<file path="src/rtl/mcs_pkg.sv">
// Shared types and constants for the mask centroid steering block.
// No dependencies; imported by every module of the block.
package mcs_pkg;

  localparam int unsigned PIX_W    = 8;
  localparam int unsigned CFG_W    = 12;
  localparam int unsigned GAIN_W   = 16;
  localparam int unsigned CENTER_W = 11;
  localparam int unsigned VEL_W    = 28;
  localparam int unsigned APB_AW   = 4;
  localparam int unsigned APB_DW   = 32;

  localparam logic [PIX_W-1:0] MASK_SET = 8'hFF;

  localparam logic [CFG_W-1:0]  RST_FRAME_WIDTH  = 12'd960;
  localparam logic [CFG_W-1:0]  RST_FRAME_HEIGHT = 12'd540;
  localparam logic [GAIN_W-1:0] RST_ROTATE_GAIN  = 16'd328;
  localparam logic [GAIN_W-1:0] RST_FORWARD_GAIN = 16'd197;

  typedef enum logic [1:0] {
    REG_FRAME_WIDTH  = 2'd0,
    REG_FRAME_HEIGHT = 2'd1,
    REG_ROTATE_GAIN  = 2'd2,
    REG_FORWARD_GAIN = 2'd3
  } reg_idx_e;

  typedef enum logic [4:0] {
    ST_IDLE = 5'b00001,
    ST_DIV  = 5'b00010,
    ST_MUL  = 5'b00100,
    ST_SAT  = 5'b01000,
    ST_OUT  = 5'b10000
  } back_state_e;

  typedef struct packed {
    logic [GAIN_W-1:0] rotate_gain;
    logic [GAIN_W-1:0] forward_gain;
  } gain_cfg_t;

endpackage

</file>
<file path="src/rtl/mask_centroid_steering.sv">
// Binary mask centroid and proportional steering.
// Pixel channel in: one 8-bit mask byte per beat, raster order; a byte of
// 255 marks an object pixel. Result channel out: one beat per frame with
// found flag, mean column/row and two saturated Q.16 velocities.
// Both channels use valid/stall; a beat moves when valid is high and stall
// is low. Configuration (frame size, gains) sits behind an APB port with
// registers at byte offsets 0, 4, 8 and 12; write only while idle.
// Throughput: one pixel per cycle. The front end only stalls when the
// two-entry frame queue is full.
// After a frame's last pixel is taken, its record is queued; the back end
// then pops it, divides one divide bit per cycle in the restoring divide
// loop (column and row share its divisor), multiplies and saturates. The
// back end takes a new frame only after the result beat is taken, so short
// frames backpressure the pixel stream once the frame queue is full.
// Reset clears the counters, accumulators, queue and output valid, and
// reloads the registers with 960, 540, 328 and 197.
// A stalled result holds its value; the next frame keeps accumulating
// until the queue fills.
module mask_centroid_steering import mcs_pkg::*; #(
  parameter int unsigned MAX_DIM = 2048
) (
  input  logic                    clk_i,
  input  logic                    rst_ni,
  input  logic                    in_valid_i,
  output logic                    in_stall_o,
  input  logic [PIX_W-1:0]        mask_value_i,
  output logic                    out_valid_o,
  input  logic                    out_stall_i,
  output logic                    target_found_o,
  output logic [CENTER_W-1:0]     center_col_o,
  output logic [CENTER_W-1:0]     center_row_o,
  output logic signed [VEL_W-1:0] rotate_velocity_o,
  output logic signed [VEL_W-1:0] forward_velocity_o,
  input  logic                    psel,
  input  logic                    penable,
  input  logic                    pwrite,
  input  logic [APB_AW-1:0]       paddr,
  input  logic [APB_DW-1:0]       pwdata,
  output logic [APB_DW-1:0]       prdata,
  output logic                    pready
);

  localparam int unsigned CW   = $clog2(MAX_DIM);
  localparam int unsigned DW   = $clog2(MAX_DIM + 1);
  localparam int unsigned CNTW = $clog2(MAX_DIM * MAX_DIM + 1);
  localparam int unsigned SUMW = CNTW + CW;
  localparam int unsigned RECW = 2 * SUMW + CNTW;

  logic [CFG_W-1:0]  fw_q, fh_q;
  logic [GAIN_W-1:0] rg_q, fg_q;
  logic [DW-1:0]     eff_w, eff_h;
  gain_cfg_t         gains;
  reg_idx_e          reg_idx;
  logic              wr_en;

  logic              pix_take, push, q_full, q_valid, q_pop;
  logic [RECW-1:0]   push_data, pop_data;

  function automatic logic [DW-1:0] eff_dim(input logic [CFG_W-1:0] d);
    if (d == '0) begin
      return DW'(1);
    end else if (32'(d) > MAX_DIM) begin
      return DW'(MAX_DIM);
    end else begin
      return DW'(d);
    end
  endfunction

  // APB register file
  assign pready  = 1'b1;
  assign reg_idx = reg_idx_e'(paddr[3:2]);
  assign wr_en   = psel && penable && pwrite && pready;

  always_ff @(posedge clk_i or negedge rst_ni) begin
    if (!rst_ni) begin
      fw_q <= RST_FRAME_WIDTH;
      fh_q <= RST_FRAME_HEIGHT;
      rg_q <= RST_ROTATE_GAIN;
      fg_q <= RST_FORWARD_GAIN;
    end else if (wr_en) begin
      unique case (reg_idx)
        REG_FRAME_WIDTH:  fw_q <= pwdata[CFG_W-1:0];
        REG_FRAME_HEIGHT: fh_q <= pwdata[CFG_W-1:0];
        REG_ROTATE_GAIN:  rg_q <= pwdata[GAIN_W-1:0];
        REG_FORWARD_GAIN: fg_q <= pwdata[GAIN_W-1:0];
        default: ;
      endcase
    end
  end

  always_comb begin
    unique case (reg_idx)
      REG_FRAME_WIDTH:  prdata = APB_DW'(fw_q);
      REG_FRAME_HEIGHT: prdata = APB_DW'(fh_q);
      REG_ROTATE_GAIN:  prdata = APB_DW'(rg_q);
      REG_FORWARD_GAIN: prdata = APB_DW'(fg_q);
      default:          prdata = '0;
    endcase
  end

  assign eff_w              = eff_dim(fw_q);
  assign eff_h              = eff_dim(fh_q);
  assign gains.rotate_gain  = rg_q;
  assign gains.forward_gain = fg_q;

  assign in_stall_o = q_full;
  assign pix_take   = in_valid_i && !in_stall_o;

  mcs_front #(
    .CW(CW), .DW(DW), .CNTW(CNTW), .SUMW(SUMW)
  ) u_front (
    .clk_i        (clk_i),
    .rst_ni       (rst_ni),
    .pix_take_i   (pix_take),
    .mask_value_i (mask_value_i),
    .eff_w_i      (eff_w),
    .eff_h_i      (eff_h),
    .push_o       (push),
    .push_data_o  (push_data)
  );

  mcs_queue #(
    .WIDTH(RECW), .DEPTH(2)
  ) u_queue (
    .clk_i       (clk_i),
    .rst_ni      (rst_ni),
    .push_i      (push),
    .push_data_i (push_data),
    .full_o      (q_full),
    .pop_i       (q_pop),
    .valid_o     (q_valid),
    .pop_data_o  (pop_data)
  );

  mcs_back #(
    .CW(CW), .DW(DW), .CNTW(CNTW), .SUMW(SUMW)
  ) u_back (
    .clk_i              (clk_i),
    .rst_ni             (rst_ni),
    .q_valid_i          (q_valid),
    .q_data_i           (pop_data),
    .q_pop_o            (q_pop),
    .eff_w_i            (eff_w),
    .eff_h_i            (eff_h),
    .gains_i            (gains),
    .out_valid_o        (out_valid_o),
    .out_stall_i        (out_stall_i),
    .target_found_o     (target_found_o),
    .center_col_o       (center_col_o),
    .center_row_o       (center_row_o),
    .rotate_velocity_o  (rotate_velocity_o),
    .forward_velocity_o (forward_velocity_o)
  );

endmodule

</file>
<file path="src/rtl/mcs_front.sv">
// Front end: pixel position counters and per-frame accumulators.
// Pushes one frame record per frame end. Uses mcs_pkg.
module mcs_front import mcs_pkg::*; #(
  parameter int unsigned CW   = 11,
  parameter int unsigned DW   = 12,
  parameter int unsigned CNTW = 23,
  parameter int unsigned SUMW = 34
) (
  input  logic                          clk_i,
  input  logic                          rst_ni,
  input  logic                          pix_take_i,
  input  logic [PIX_W-1:0]              mask_value_i,
  input  logic [DW-1:0]                 eff_w_i,
  input  logic [DW-1:0]                 eff_h_i,
  output logic                          push_o,
  output logic [2*SUMW+CNTW-1:0]        push_data_o
);

  logic [CW-1:0]   col_q, col_d, row_q, row_d;
  logic [SUMW-1:0] csum_q, csum_d, rsum_q, rsum_d;
  logic [CNTW-1:0] cnt_q, cnt_d;
  logic [SUMW-1:0] csum_add, rsum_add;
  logic [CNTW-1:0] cnt_add;
  logic            is_set, row_end, frame_end;

  assign is_set    = (mask_value_i == MASK_SET);
  assign row_end   = ((DW'(col_q) + DW'(1)) >= eff_w_i);
  assign frame_end = row_end && ((DW'(row_q) + DW'(1)) >= eff_h_i);

  assign csum_add = is_set ? (csum_q + SUMW'(col_q)) : csum_q;
  assign rsum_add = is_set ? (rsum_q + SUMW'(row_q)) : rsum_q;
  assign cnt_add  = is_set ? (cnt_q + CNTW'(1)) : cnt_q;

  assign push_o      = pix_take_i && frame_end;
  assign push_data_o = {csum_add, rsum_add, cnt_add};

  always_comb begin
    col_d  = col_q;
    row_d  = row_q;
    csum_d = csum_q;
    rsum_d = rsum_q;
    cnt_d  = cnt_q;
    if (pix_take_i) begin
      if (frame_end) begin
        col_d  = '0;
        row_d  = '0;
        csum_d = '0;
        rsum_d = '0;
        cnt_d  = '0;
      end else begin
        csum_d = csum_add;
        rsum_d = rsum_add;
        cnt_d  = cnt_add;
        if (row_end) begin
          col_d = '0;
          row_d = row_q + CW'(1);
        end else begin
          col_d = col_q + CW'(1);
        end
      end
    end
  end

  always_ff @(posedge clk_i or negedge rst_ni) begin
    if (!rst_ni) begin
      col_q  <= '0;
      row_q  <= '0;
      csum_q <= '0;
      rsum_q <= '0;
      cnt_q  <= '0;
    end else begin
      col_q  <= col_d;
      row_q  <= row_d;
      csum_q <= csum_d;
      rsum_q <= rsum_d;
      cnt_q  <= cnt_d;
    end
  end

endmodule

</file>
<file path="src/rtl/mcs_queue.sv">
// Small register FIFO that decouples the front end from the back end.
// Generic width and depth; uses mcs_pkg for house consistency only.
module mcs_queue import mcs_pkg::*; #(
  parameter int unsigned WIDTH = 8,
  parameter int unsigned DEPTH = 2
) (
  input  logic             clk_i,
  input  logic             rst_ni,
  input  logic             push_i,
  input  logic [WIDTH-1:0] push_data_i,
  output logic             full_o,
  input  logic             pop_i,
  output logic             valid_o,
  output logic [WIDTH-1:0] pop_data_o
);

  localparam int unsigned PW = (DEPTH > 1) ? $clog2(DEPTH) : 1;
  localparam int unsigned NW = $clog2(DEPTH + 1);

  logic [WIDTH-1:0] mem_q [DEPTH];
  logic [PW-1:0]    wr_q, wr_d, rd_q, rd_d;
  logic [NW-1:0]    cnt_q, cnt_d;
  logic             do_push, do_pop;

  assign full_o     = (cnt_q == NW'(DEPTH));
  assign valid_o    = (cnt_q != '0);
  assign pop_data_o = mem_q[rd_q];
  assign do_push    = push_i && !full_o;
  assign do_pop     = pop_i && valid_o;

  always_comb begin
    wr_d  = wr_q;
    rd_d  = rd_q;
    cnt_d = cnt_q;
    if (do_push) begin
      wr_d = (wr_q == PW'(DEPTH - 1)) ? '0 : wr_q + PW'(1);
    end
    if (do_pop) begin
      rd_d = (rd_q == PW'(DEPTH - 1)) ? '0 : rd_q + PW'(1);
    end
    if (do_push && !do_pop) begin
      cnt_d = cnt_q + NW'(1);
    end else if (do_pop && !do_push) begin
      cnt_d = cnt_q - NW'(1);
    end
  end

  always_ff @(posedge clk_i) begin
    if (do_push) begin
      mem_q[wr_q] <= push_data_i;
    end
  end

  always_ff @(posedge clk_i or negedge rst_ni) begin
    if (!rst_ni) begin
      wr_q  <= '0;
      rd_q  <= '0;
      cnt_q <= '0;
    end else begin
      wr_q  <= wr_d;
      rd_q  <= rd_d;
      cnt_q <= cnt_d;
    end
  end

endmodule

</file>
<file path="src/rtl/mcs_back.sv">
// Back end: per-frame restoring divides, gain multiply, saturation and
// the registered result beat. Uses mcs_pkg.
module mcs_back import mcs_pkg::*; #(
  parameter int unsigned CW   = 11,
  parameter int unsigned DW   = 12,
  parameter int unsigned CNTW = 23,
  parameter int unsigned SUMW = 34
) (
  input  logic                        clk_i,
  input  logic                        rst_ni,
  input  logic                        q_valid_i,
  input  logic [2*SUMW+CNTW-1:0]      q_data_i,
  output logic                        q_pop_o,
  input  logic [DW-1:0]               eff_w_i,
  input  logic [DW-1:0]               eff_h_i,
  input  gain_cfg_t                   gains_i,
  output logic                        out_valid_o,
  input  logic                        out_stall_i,
  output logic                        target_found_o,
  output logic [CENTER_W-1:0]         center_col_o,
  output logic [CENTER_W-1:0]         center_row_o,
  output logic signed [VEL_W-1:0]     rotate_velocity_o,
  output logic signed [VEL_W-1:0]     forward_velocity_o
);

  localparam int unsigned EW  = CW + 2;
  localparam int unsigned PRW = EW + GAIN_W + 1;
  localparam int unsigned XW  = (PRW > VEL_W) ? PRW : VEL_W + 1;
  localparam int unsigned BW  = $clog2(CW);
  localparam logic signed [XW-1:0] VMAX = XW'((64'sd1 <<< (VEL_W - 1)) - 64'sd1);
  localparam logic signed [XW-1:0] VMIN = -VMAX - XW'(1);

  back_state_e state_q, state_d;

  logic [SUMW-1:0]       remc_q, remc_d, remr_q, remr_d, ds_q, ds_d;
  logic [CW-1:0]         qc_q, qc_d, qr_q, qr_d;
  logic [BW-1:0]         bit_q, bit_d;
  logic signed [PRW-1:0] pc_q, pc_d, pr_q, pr_d;
  logic                  found_q, found_d;
  logic [CENTER_W-1:0]   ccol_q, ccol_d, crow_q, crow_d;
  logic signed [VEL_W-1:0] rvel_q, rvel_d, fvel_q, fvel_d;

  logic [SUMW-1:0]       in_csum, in_rsum;
  logic [CNTW-1:0]       in_cnt;
  logic                  ge_c, ge_r;
  logic signed [EW-1:0]  err_c, err_r;
  logic signed [XW-1:0]  pcx, prx;

  assign {in_csum, in_rsum, in_cnt} = q_data_i;

  assign ge_c  = (remc_q >= ds_q);
  assign ge_r  = (remr_q >= ds_q);
  assign err_c = $signed(EW'(eff_w_i >> 1)) - $signed(EW'(qc_q));
  assign err_r = $signed(EW'(eff_h_i >> 1)) - $signed(EW'(qr_q));
  assign pcx   = XW'(pc_q);
  assign prx   = XW'(pr_q);

  assign q_pop_o     = state_q == ST_IDLE;
  assign out_valid_o = state_q == ST_OUT;

  always_comb begin
    state_d = state_q;
    remc_d  = remc_q;
    remr_d  = remr_q;
    ds_d    = ds_q;
    qc_d    = qc_q;
    qr_d    = qr_q;
    bit_d   = bit_q;
    pc_d    = pc_q;
    pr_d    = pr_q;
    found_d = found_q;
    ccol_d  = ccol_q;
    crow_d  = crow_q;
    rvel_d  = rvel_q;
    fvel_d  = fvel_q;
    unique case (state_q)
      ST_IDLE: begin
        if (q_valid_i) begin
          remc_d = in_csum;
          remr_d = in_rsum;
          ds_d   = SUMW'(in_cnt) << (CW - 1);
          qc_d   = '0;
          qr_d   = '0;
          bit_d  = BW'(CW - 1);
          if (in_cnt != '0) begin
            state_d = ST_DIV;
          end else begin
            // empty frame: all-zero result
            found_d = 1'b0;
            ccol_d  = '0;
            crow_d  = '0;
            rvel_d  = '0;
            fvel_d  = '0;
            state_d = ST_OUT;
          end
        end
      end
      ST_DIV: begin
        if (ge_c) remc_d = remc_q - ds_q;
        if (ge_r) remr_d = remr_q - ds_q;
        qc_d  = {qc_q[CW-2:0], ge_c};
        qr_d  = {qr_q[CW-2:0], ge_r};
        ds_d  = ds_q >> 1;
        bit_d = bit_q - BW'(1);
        if (bit_q == '0) state_d = ST_MUL;
      end
      ST_MUL: begin
        pc_d    = err_c * $signed({1'b0, gains_i.rotate_gain});
        pr_d    = err_r * $signed({1'b0, gains_i.forward_gain});
        state_d = ST_SAT;
      end
      ST_SAT: begin
        found_d = 1'b1;
        ccol_d  = CENTER_W'(qc_q);
        crow_d  = CENTER_W'(qr_q);
        if (pcx > VMAX)      rvel_d = VEL_W'(VMAX);
        else if (pcx < VMIN) rvel_d = VEL_W'(VMIN);
        else                 rvel_d = VEL_W'(pcx);
        if (prx > VMAX)      fvel_d = VEL_W'(VMAX);
        else if (prx < VMIN) fvel_d = VEL_W'(VMIN);
        else                 fvel_d = VEL_W'(prx);
        state_d = ST_OUT;
      end
      ST_OUT: begin
        if (!out_stall_i) state_d = ST_IDLE;
      end
      default: state_d = ST_IDLE;
    endcase
  end

  always_ff @(posedge clk_i) begin
    remc_q  <= remc_d;
    remr_q  <= remr_d;
    ds_q    <= ds_d;
    qc_q    <= qc_d;
    qr_q    <= qr_d;
    bit_q   <= bit_d;
    pc_q    <= pc_d;
    pr_q    <= pr_d;
    found_q <= found_d;
    ccol_q  <= ccol_d;
    crow_q  <= crow_d;
    rvel_q  <= rvel_d;
    fvel_q  <= fvel_d;
  end

  always_ff @(posedge clk_i or negedge rst_ni) begin
    if (!rst_ni) begin
      state_q <= ST_IDLE;
    end else begin
      state_q <= state_d;
    end
  end

  assign target_found_o     = found_q;
  assign center_col_o       = ccol_q;
  assign center_row_o       = crow_q;
  assign rotate_velocity_o  = rvel_q;
  assign forward_velocity_o = fvel_q;

endmodule

</file>
<file path="config.mk">
export PLATFORM = sky130hd
export DESIGN_NAME = mask_centroid_steering
export DESIGN_NICKNAME = d
export VERILOG_FILES = /design/src/rtl/mcs_pkg.sv /design/src/rtl/mask_centroid_steering.sv /design/src/rtl/mcs_front.sv /design/src/rtl/mcs_queue.sv /design/src/rtl/mcs_back.sv
export SDC_FILE = /design/constraint.sdc
export NUM_CORES = 2
export LEC_CHECK = 0
export BUFFER_PORTS_ARGS = -buffer_cell sky130_fd_sc_hd__buf_2
export CORE_MARGIN = 8
export CORE_UTILIZATION = 55
export CTS_CLUSTER_SIZE = 25
export DETAILED_ROUTE_END_ITERATION = 6
export GPL_ROUTABILITY_DRIVEN = 0
export PLACE_DENSITY = 0.72
export SKIP_CTS_REPAIR_TIMING = 1
export SLEW_MARGIN = 15
export SYNTH_ARGS = -nofsm -noshare
export SYNTH_HDL_FRONTEND = slang
export SYNTH_HIERARCHICAL = 1
export SYNTH_SLANG_ARGS = --single-unit
</file>
<file path="constraint.sdc">
create_clock -name clk_i -period 21.5 [get_ports clk_i]
set_input_delay 4.3 -clock clk_i [delete_from_list [all_inputs] [get_ports clk_i]]
set_output_delay 4.3 -clock clk_i [all_outputs]
set_load 0.02 [all_outputs]
</file>
==> impl.org <==
** Clocking
- Clock tree from TritonCTS :: yes
- CTS H-tree depth :: 3
- Clock root buffer :: sky130_fd_sc_hd__clkbuf_16
- Largest buffer count on any clock path :: 3
- Buffers inserted during clock tree synthesis total 68.
- At the later pin of the worst-skew pair, clock insertion delay measures 0.63 ns.
- After clock tree synthesis, the clock-pin slew on the worst setup and hold paths is 0.06 ns.
- The clock net in this run drives a total of 624 sinks.

** Layout
- Once layout is complete, the cells apart from fillers number 5641.
- Relative to the synthesized area, the layout overhead comes to 8.04%.
- Cells fill 59.9% of the core in the end.
- The final layout contains 5146 nets.
- In the final layout, the share of cells above drive strength 1 is 11.3%.

** Floorplan
- The die covers 0.0937 mm².
- Initial cell density of the core :: 55.4%
- Area of the core :: 0.0836 mm²
- In this run the horizontal extent of the chip is 306 µm.
- Number of placement rows :: 106
- During I/O placement, the number of pins put on the boundary was 165.
- Measured along the y axis, the die boundary spans 306 µm.

** Routing
- DR vias/cell :: 5.78
- Vias :: 32600
- DRT Wirelength :: 107000 µm
- In the final routed layout, each cell accounts on average for 18.9 µm.
- For this run, design rule violations remaining after detail routing come to 0.
- Count of nets left with antenna violations after detail routing :: 0
- For this run, the detailed router's first-pass iteration total came to 6.
- Violation count after the first detailed-route iteration :: 2726

** Logic synthesis
- The number of different library cells used by synthesis comes to 106.
- By area the synthesized netlist is led by sky130_fd_sc_hd__edfxtp_1 29%, sky130_fd_sc_hd__fa_1 12%, sky130_fd_sc_hd__dfrtp_1 8.8%.
- Post-synth EDFFs :: 446
- sky130_fd_sc_hd__inv_1 is the most common cell in the netlist.
- The synthesized design devotes to its leading area cell type 28.9% of total area.
- Summed over all instances, the cell type with the most area after synthesis is sky130_fd_sc_hd__edfxtp_1.
- Syn. warnings :: 6
- Seq/Total Area, Yosys :: 38.6%
- Number of flip-flops and latches in the synthesized netlist :: 624
- Counting every instance in the synthesized netlist gives 4461.
- Post-synth top cells :: 516 x sky130_fd_sc_hd__inv_1, 514 x sky130_fd_sc_hd__nand2_1, 446 x sky130_fd_sc_hd__edfxtp_1
- Async set-or-reset flop fraction in the synthesized netlist :: 28.5%
- Mapped Area :: 0.0463 mm²
- The average instance in the mapped netlist occupies 10.4 µm².
- Among all flip-flop cells after synthesis, the most frequent one is sky130_fd_sc_hd__edfxtp_1.

** STA
- Worst Max-Slew Pin Slew :: 1.14 ns
- Setup violations remaining at the end of the flow were counted as 0.
- RSZ-0062 raised after global routing :: no
- Hold Vio Cnt, Final :: 0
- The tightest hold path in the finished design has a slack of 0.488 ns.
- Worst slew margin relative to its limit :: 23.8%
- Share of the cycle needed by the critical path after routing :: 46.8%
- Total negative slack :: 0 ns
- Maximum clock skew at final layout :: 0.0325 ns
- Final critical-path required period :: 10.05 ns
- The number of slew-limit violations in the final report is 0.
- Upper clock frequency limit :: 99.5 MHz

** Global routing
- Global routing finished with a remaining overflow of 0.
- The number of global-route vias before repair is 31300.
- Wire length of the first global-routing pass :: 170000 µm
- Total routing resource utilization after global routing :: 22.4%
- Initial antenna violation count :: 5
- Entering global routing, the biggest net connects 95 pins.

** Run
- Across the run, the number of max-cap violations was 0.

** Worst setup path
- Worst Setup Path Type :: in2out
- Worst Setup Start Kind :: input port
- Along the worst path, the maximum fanout reaches 20.
- STA classifies the critical path endpoint as an output pin.
- Endpoint required time on the critical path :: 17.20 ns
- Data arrives at the worst endpoint at 5.75 ns.

** Placed design
- Port Buffers :: 129
- Detailed placement finished with a half-perimeter wire length of 77500 µm.
- Including well taps, the total number of placed cells is 5510.

** Status
- The flow ran to the end, and the final reports show no timing, DRC or antenna violations.

** Min path
- Hold Path Class :: reg2reg
==> metal layers <==
metal,share of wire [%],vias to the layer above,global-route usage (%)
met4,2.3,0,6.44
met2,45,1073,34.5
met1,46,16100,33.2
met5,0,-,0
li1,-,15300,-
met3,6.8,133,2.89
==> cell type report <==
class	count	area [µm²]
antenna	5	12.5
clock buffer	89	1860
clock inverter	37	489
fill	6802	33500
inverter	517	1940
multi-input combinational	3122	25600
sequential	624	17900
tap	1080	1350
timing repair buffer	167	937
==> state kept, by name (all words and copies together) (netlist names), 16 cells and up <==
register                   count
u_queue/mem_q                182
u_back/remc_q                 34
u_back/remr_q                 34
u_front/csum_q                34
u_front/rsum_q                34
u_back/ds_q                   33
u_back/pc_q                   29
u_back/pr_q                   29
u_back/forward_velocity_o     28
u_back/rotate_velocity_o      28
u_front/cnt_q                 23
fg_q                          16
rg_q                          16
==> metrics by stage <==
stage               instance area, µm²  setup WS (ns)
floorplan                        46400          11.93
global placement                 47700          11.42
detailed placement               47700          11.41
CTS                              50000          11.41
global route                     50000          11.38
finish                           50000          11.45
==> path summary, 6_finish.rpt <==
kind / cells after the start / slack [ns] / to / from
max: 3 / 11.45 / prdata[5] / paddr[2]
min: 1 / 0.49 / u_queue/cnt_q[1]$_DFFE_PN0P_ / u_queue/cnt_q[1]$_DFFE_PN0P_
max reg2reg: 27 / 12.63 / u_back/pr_q[27]$_DFFE_PP_ / fh_q[11]$_DFFE_PN0P_
min reg2reg: 1 / 0.49 / u_queue/cnt_q[1]$_DFFE_PN0P_ / u_queue/cnt_q[1]$_DFFE_PN0P_
max in group asynchronous: 3 / 15.70 / rg_q[15]$_DFFE_PN0P_ / rst_ni
min in group asynchronous: 1 / 3.62 / u_front/csum_q[27]$_DFFE_PN0P_ / rst_ni
==> kinds of logic (layout without fill, tap and decap cells) <==
kind of cell | Yosys count | in the layout | share of synthesized area [%]
mux | 171 | 171 | 5.26
fa+ha+maj | 595 | 595 | 20.7
buf+inv | 730 | 810 | 6.60
simple gates | 1356 | 1356 | 13.9
flops | 624 | 624 | 38.6
xor+xnor | 214 | 214 | 4.05
other cells | 2 | 22 | 0.0162
compound gates | 769 | 769 | 10.8
==> placed cells by master, fill, tap and decap left out, types with 77 or more instances in the layout <==
master / n
sky130_fd_sc_hd__xnor2_1: 134
sky130_fd_sc_hd__inv_1: 516
sky130_fd_sc_hd__o21ai_0: 189
sky130_fd_sc_hd__a21o_1: 77
sky130_fd_sc_hd__edfxtp_1: 446
sky130_fd_sc_hd__a31oi_1: 78
sky130_fd_sc_hd__mux2_4: 100
sky130_fd_sc_hd__nor2_1: 301
sky130_fd_sc_hd__nand2_1: 513
sky130_fd_sc_hd__buf_2: 128
sky130_fd_sc_hd__xor2_1: 78
sky130_fd_sc_hd__dfrtp_1: 161
sky130_fd_sc_hd__and2_1: 124
sky130_fd_sc_hd__ha_1: 307
sky130_fd_sc_hd__a21oi_1: 174
sky130_fd_sc_hd__fa_1: 288
sky130_fd_sc_hd__nand2b_1: 83
==> critical path, cell delays in order <==
cell	delay, ns
sky130_fd_sc_hd__buf_2	0.52
sky130_fd_sc_hd__mux4_1	0.71
sky130_fd_sc_hd__buf_2	0.20
Power is not shown: default switching activity piles up to over one toggle a cycle in this logic, so the estimate is an artifact.
